--- src/hdl/rau_pkg.sv ---
package rau_pkg;

  localparam int WIDTH = 32;

  localparam logic [3:0] FN_ADD = 4'd0;
  localparam logic [3:0] FN_SUB = 4'd1;
  localparam logic [3:0] FN_MUL = 4'd2;
  localparam logic [3:0] FN_DIV = 4'd3;
  localparam logic [3:0] FN_EQ  = 4'd4;
  localparam logic [3:0] FN_NE  = 4'd5;
  localparam logic [3:0] FN_LT  = 4'd6;
  localparam logic [3:0] FN_GT  = 4'd7;
  localparam logic [3:0] FN_LE  = 4'd8;
  localparam logic [3:0] FN_GE  = 4'd9;

  localparam logic [1:0] ST_OK       = 2'd0;
  localparam logic [1:0] ST_ZERO_0   = 2'd1;
  localparam logic [1:0] ST_OVERFLOW = 2'd2;

  // largest magnitude of a negative WIDTH-bit value
  localparam logic [63:0] LIM = 64'd1 << (WIDTH - 1);

  typedef enum logic [1:0] {
    MUL_PA,
    MUL_PB,
    MUL_PD
  } mul_sel_t;

  typedef struct packed {
    logic     load;
    logic     mul_en;
    mul_sel_t mul_sel;
    logic     form;
    logic     gcd_init;
    logic     gcd_step;
    logic     div_init;
    logic     div_step;
    logic     out_load;
  } cmd_t;

  typedef struct packed {
    logic arith;
    logic zz;
    logic gcd_done;
    logic div_last;
    logic out_free;
  } sts_t;

endpackage

--- src/hdl/rau_controller.sv ---
module rau_controller (
  input  logic          clk,
  input  logic          rst,
  input  logic          s_tvalid,
  output logic          s_tready,
  input  rau_pkg::sts_t sts,
  output rau_pkg::cmd_t cmd
);

  typedef enum logic [3:0] {
    IDLE, MUL0, MUL1, MUL2, FORM, CHECK, GCD, DIVIDE, FINISH
  } state_t;

  state_t state;

  assign s_tready = (state == IDLE);

  always_comb begin
    cmd = '0;
    cmd.mul_sel = rau_pkg::MUL_PA;
    case (state)
      IDLE:   cmd.load = s_tvalid;
      MUL0:   cmd.mul_en = 1'b1;
      MUL1: begin
        cmd.mul_en  = 1'b1;
        cmd.mul_sel = rau_pkg::MUL_PB;
      end
      MUL2: begin
        cmd.mul_en  = 1'b1;
        cmd.mul_sel = rau_pkg::MUL_PD;
      end
      FORM:   cmd.form = 1'b1;
      CHECK:  cmd.gcd_init = 1'b1;
      GCD: begin
        cmd.gcd_step = !sts.gcd_done;
        cmd.div_init = sts.gcd_done;
      end
      DIVIDE: cmd.div_step = 1'b1;
      FINISH: cmd.out_load = sts.out_free;
      default: cmd = '0;
    endcase
  end

  always_ff @(posedge clk) begin
    if (rst) begin
      state <= IDLE;
    end else begin
      case (state)
        IDLE:   if (s_tvalid) state <= MUL0;
        MUL0:   state <= MUL1;
        MUL1:   state <= MUL2;
        MUL2:   state <= FORM;
        FORM:   state <= CHECK;
        CHECK:  state <= (sts.arith && !sts.zz) ? GCD : FINISH;
        GCD:    if (sts.gcd_done) state <= DIVIDE;
        DIVIDE: if (sts.div_last) state <= FINISH;
        FINISH: if (sts.out_free) state <= IDLE;
        default: state <= IDLE;
      endcase
    end
  end

endmodule

--- config.mk ---
export PLATFORM = sky130hd
export DESIGN_NAME = rau_controller
export DESIGN_NICKNAME = d
export VERILOG_FILES = /design/src/hdl/rau_pkg.sv /design/src/hdl/rau_controller.sv
export SDC_FILE = /design/constraint.sdc
export NUM_CORES = 1
export LEC_CHECK = 0
export BUFFER_PORTS_ARGS = -buffer_cell sky130_fd_sc_hd__buf_2
export CAP_MARGIN = 20
export CORE_AREA = 5 5 42 44
export DETAILED_ROUTE_END_ITERATION = 8
export DIE_AREA = 0 0 47 49
export SETUP_SLACK_MARGIN = 0.02
export SLEW_MARGIN = 20
export SYNTH_ARGS = -nofsm -noshare
export SYNTH_HDL_FRONTEND = slang
export SYNTH_SLANG_ARGS = --single-unit
--- constraint.sdc ---
create_clock -name clk -period 1.2 [get_ports clk]
set_clock_uncertainty 0.05 [all_clocks]
set_input_delay 0.24 -clock clk [delete_from_list [all_inputs] [get_ports clk]]
set_output_delay 0.24 -clock clk [all_outputs]
set_load 0.005 [all_outputs]
==> results.toml <==
[critical_path]
critical_path_arrival_ns = 1.19
crit_fanout = 3
cp-start-kind = "flop"
crit_type = "flop to primary output"
rr_startpoint = "state[3]"
r2r_cells = 5
critPathCaptureType = "primary output"
critical_path_required_ns = 0.91
r2r-end = "state[3]"
rrSetupSlack_ns = -0.19

[global_route]
overflow = 0
grt_usage_pct = 12.9
grt_pass1_vias = 489
grt_pass1_wl_um = 2040
grt_antenna_before_repair = 0
grt_max_degree = 7

[min_path]
min_path_type = "input pin to flop"
whs_path_depth = 2
min_from = "rst"
hold_end = "state[1]"

[outcome]
violations = "setup timing"
status = "complete, but fails checks"

[clocking]
htree_levels = 1
clk-insertion-delay-late_ns = 0.24
cts_tree = "built"
cts_buffers = 3
cts.sinks = 4
root_buffer = "clkbuf_4"
clockBufferDepth = 2
path_clk_slew_ns = 0.03

[power_and_ir_drop]
intPower_w = 0.000611
p_sw_w = 0.000349
ir_drop_uv = 574
power_frac_comb_pct = 62.6
pwr-share-clk_pct = 17.7
power_frac_seq_pct = 19.6
p_leak_nw = 0.393
power_density_nw_per_um2 = 1250
switching_share_pct = 36.3

[timing]
setup_slack_ns = -0.277
min_period_over_period_pct = 123
relSlewSlack_pct = 87.3
drv_slew = 0
tightest_slew_ns = 0.187
period_needed_ns = 1.48
setup_viol = 15
final-hold-violation-count = 0
rsz0062_at_grt = "yes"
tns_ns = -2.89
clock.fmax_mhz = 677

[drt]
viasPerCell = 4.97
antenna_left = 0
wirelength_um = 1390
drt-initial-drc-count = 9
first_pass_iters = 5
wl_per_cell_um = 13.6
vias = 507
drc = 0

[die]
pin_count = 19
initial_utilization_pct = 25.3
fp.dieW_um = 47
die_h_um = 49
num_rows = 14
coreArea_um2 = 1400
dieArea_um2 = 2300

[final_layout]
drive_above_1_share_pct = 81.4
reg_top3 = "state: 4 flops"
num-nets-final = 96
multi_input_area_um2 = 332
register_area_um2 = 87.6
antenna_cells = 0
areaGrowthSynthToFinish_pct = 118
final_cell_mix = "buf_2 (17), buf_4 (16), buf_6 (8), nor3_2 (6)"
largest_register_ffs = 4
layout_commonest_cell = "buf_2"
max_flop_register = "state"
fillers = 140
final_core_util_pct = 55.0

[placement]
dp_slack_ns = -0.115
dpl.hpwl_um = 864
portBuffers = 18
gp_congestion = 0.788

[synthesis]
yosys_register_bits = 4
yosys.area.top_type = "dfxtp_1"
synthesis.instances = 46
yosys.cell_types.count = 26
synth.avg_cell_area_um2 = 7.70
ys_seq_area_share_pct = 22.6
syn_area_um2 = 354
synth-warning-count = 0
syn-num-nets = 54
synth.area.top_cells = "dfxtp_1 (23%), nor3_1 (11%), mux2_1 (6.4%)"
synth_top_area_share_pct = 22.6

[run]
maxCapViolCount = 0
## cell usage after synthesis (all sizes together)
cell,number
and2,1
o21ai,1
nand3b,1
buf,4
nor2b,2
nor3,8
mux2i,2
nand3,1
nor3b,1
nand2b,2
nor2,4
a31oi,1
nand2,2
dfxtp,4
and3b,1
a22oi,1
nor4,1
a311oi,1
and4b,1
mux2,2
and3,1
a211o,1
inv,3
## cell type report
| type | instances | area share [%] |
|---|---|---|
| tap | 16 | 2.60 |
| inverter | 3 | 1.79 |
| multi-input combinational | 35 | 43.0 |
| clock buffer | 3 | 2.92 |
| sequential | 4 | 11.4 |
| timing repair buffer | 41 | 38.3 |
## per-layer routing
layer	wire length [um]	track usage (%)	share of wire, %
met5	0	0	0
met4	47	11.1	3.4
met2	753	21.9	54
met1	484	12.3	35
met3	102	2.21	7.3
## through the flow
step	cell area (um^2)	std cells	hold WS [ns]	power, W
4_1_cts	723	101	0.162	0.000904
3_3_place_gp	548	89	0.440	0.000581
2_1_floorplan	369	46	0.259	0.000409
3_5_place_dp	548	89	0.423	0.000584
6_report	771	102	0.192	0.000960
5_1_grt	771	102	0.195	0.00102
## kinds of logic (layout without fill, tap and decap cells)
group | Yosys count | after routing | synth area share [%]
compound gates | 5 | 5 | 11.7
buf+inv | 7 | 47 | 11.3
mux | 4 | 4 | 13.1
flops | 4 | 4 | 22.6
simple gates | 26 | 26 | 41.3
## power groups by stage
stage,Clock [W],Combinational (W),Sequential (W)
2_1_floorplan,0,0.000243,0.000165
3_3_place_gp,0,0.000392,0.000189
3_5_place_dp,0,0.000396,0.000188
4_1_cts,0.000178,0.000537,0.000188
5_1_grt,0.000187,0.000643,0.000192
6_report,0.000170,0.000602,0.000189
## worst max-delay path, cell delays in order, from the launching register on
cell     delay, ns
dfxtp_2       0.32
buf_6         0.12
nor4_4        0.26
and2_1        0.15
buf_2         0.10
## worst max-delay path by stage
stage               startpoint        to  slack, ns  depth (start not counted)
finish                state[1]    cmd[9]      -0.28                          4
global route          state[1]    cmd[9]      -0.34                          4
CTS                   state[1]    cmd[9]      -0.30                          4
detailed placement    state[2]    cmd[9]      -0.12                          4
global placement      state[1]  state[3]      -0.11                          4
floorplan             state[0]  state[0]      -0.05                          4
## what timing repair did
action,CTS,global route
resized for setup,24,11
gates cloned,0,0
hold endpoints to repair,0,0
pin swaps,6,6
setup buffers,9,1
endpoints found under the setup margin,15,15
hold buffers,0,0
Power figures use the tool's default switching activity.
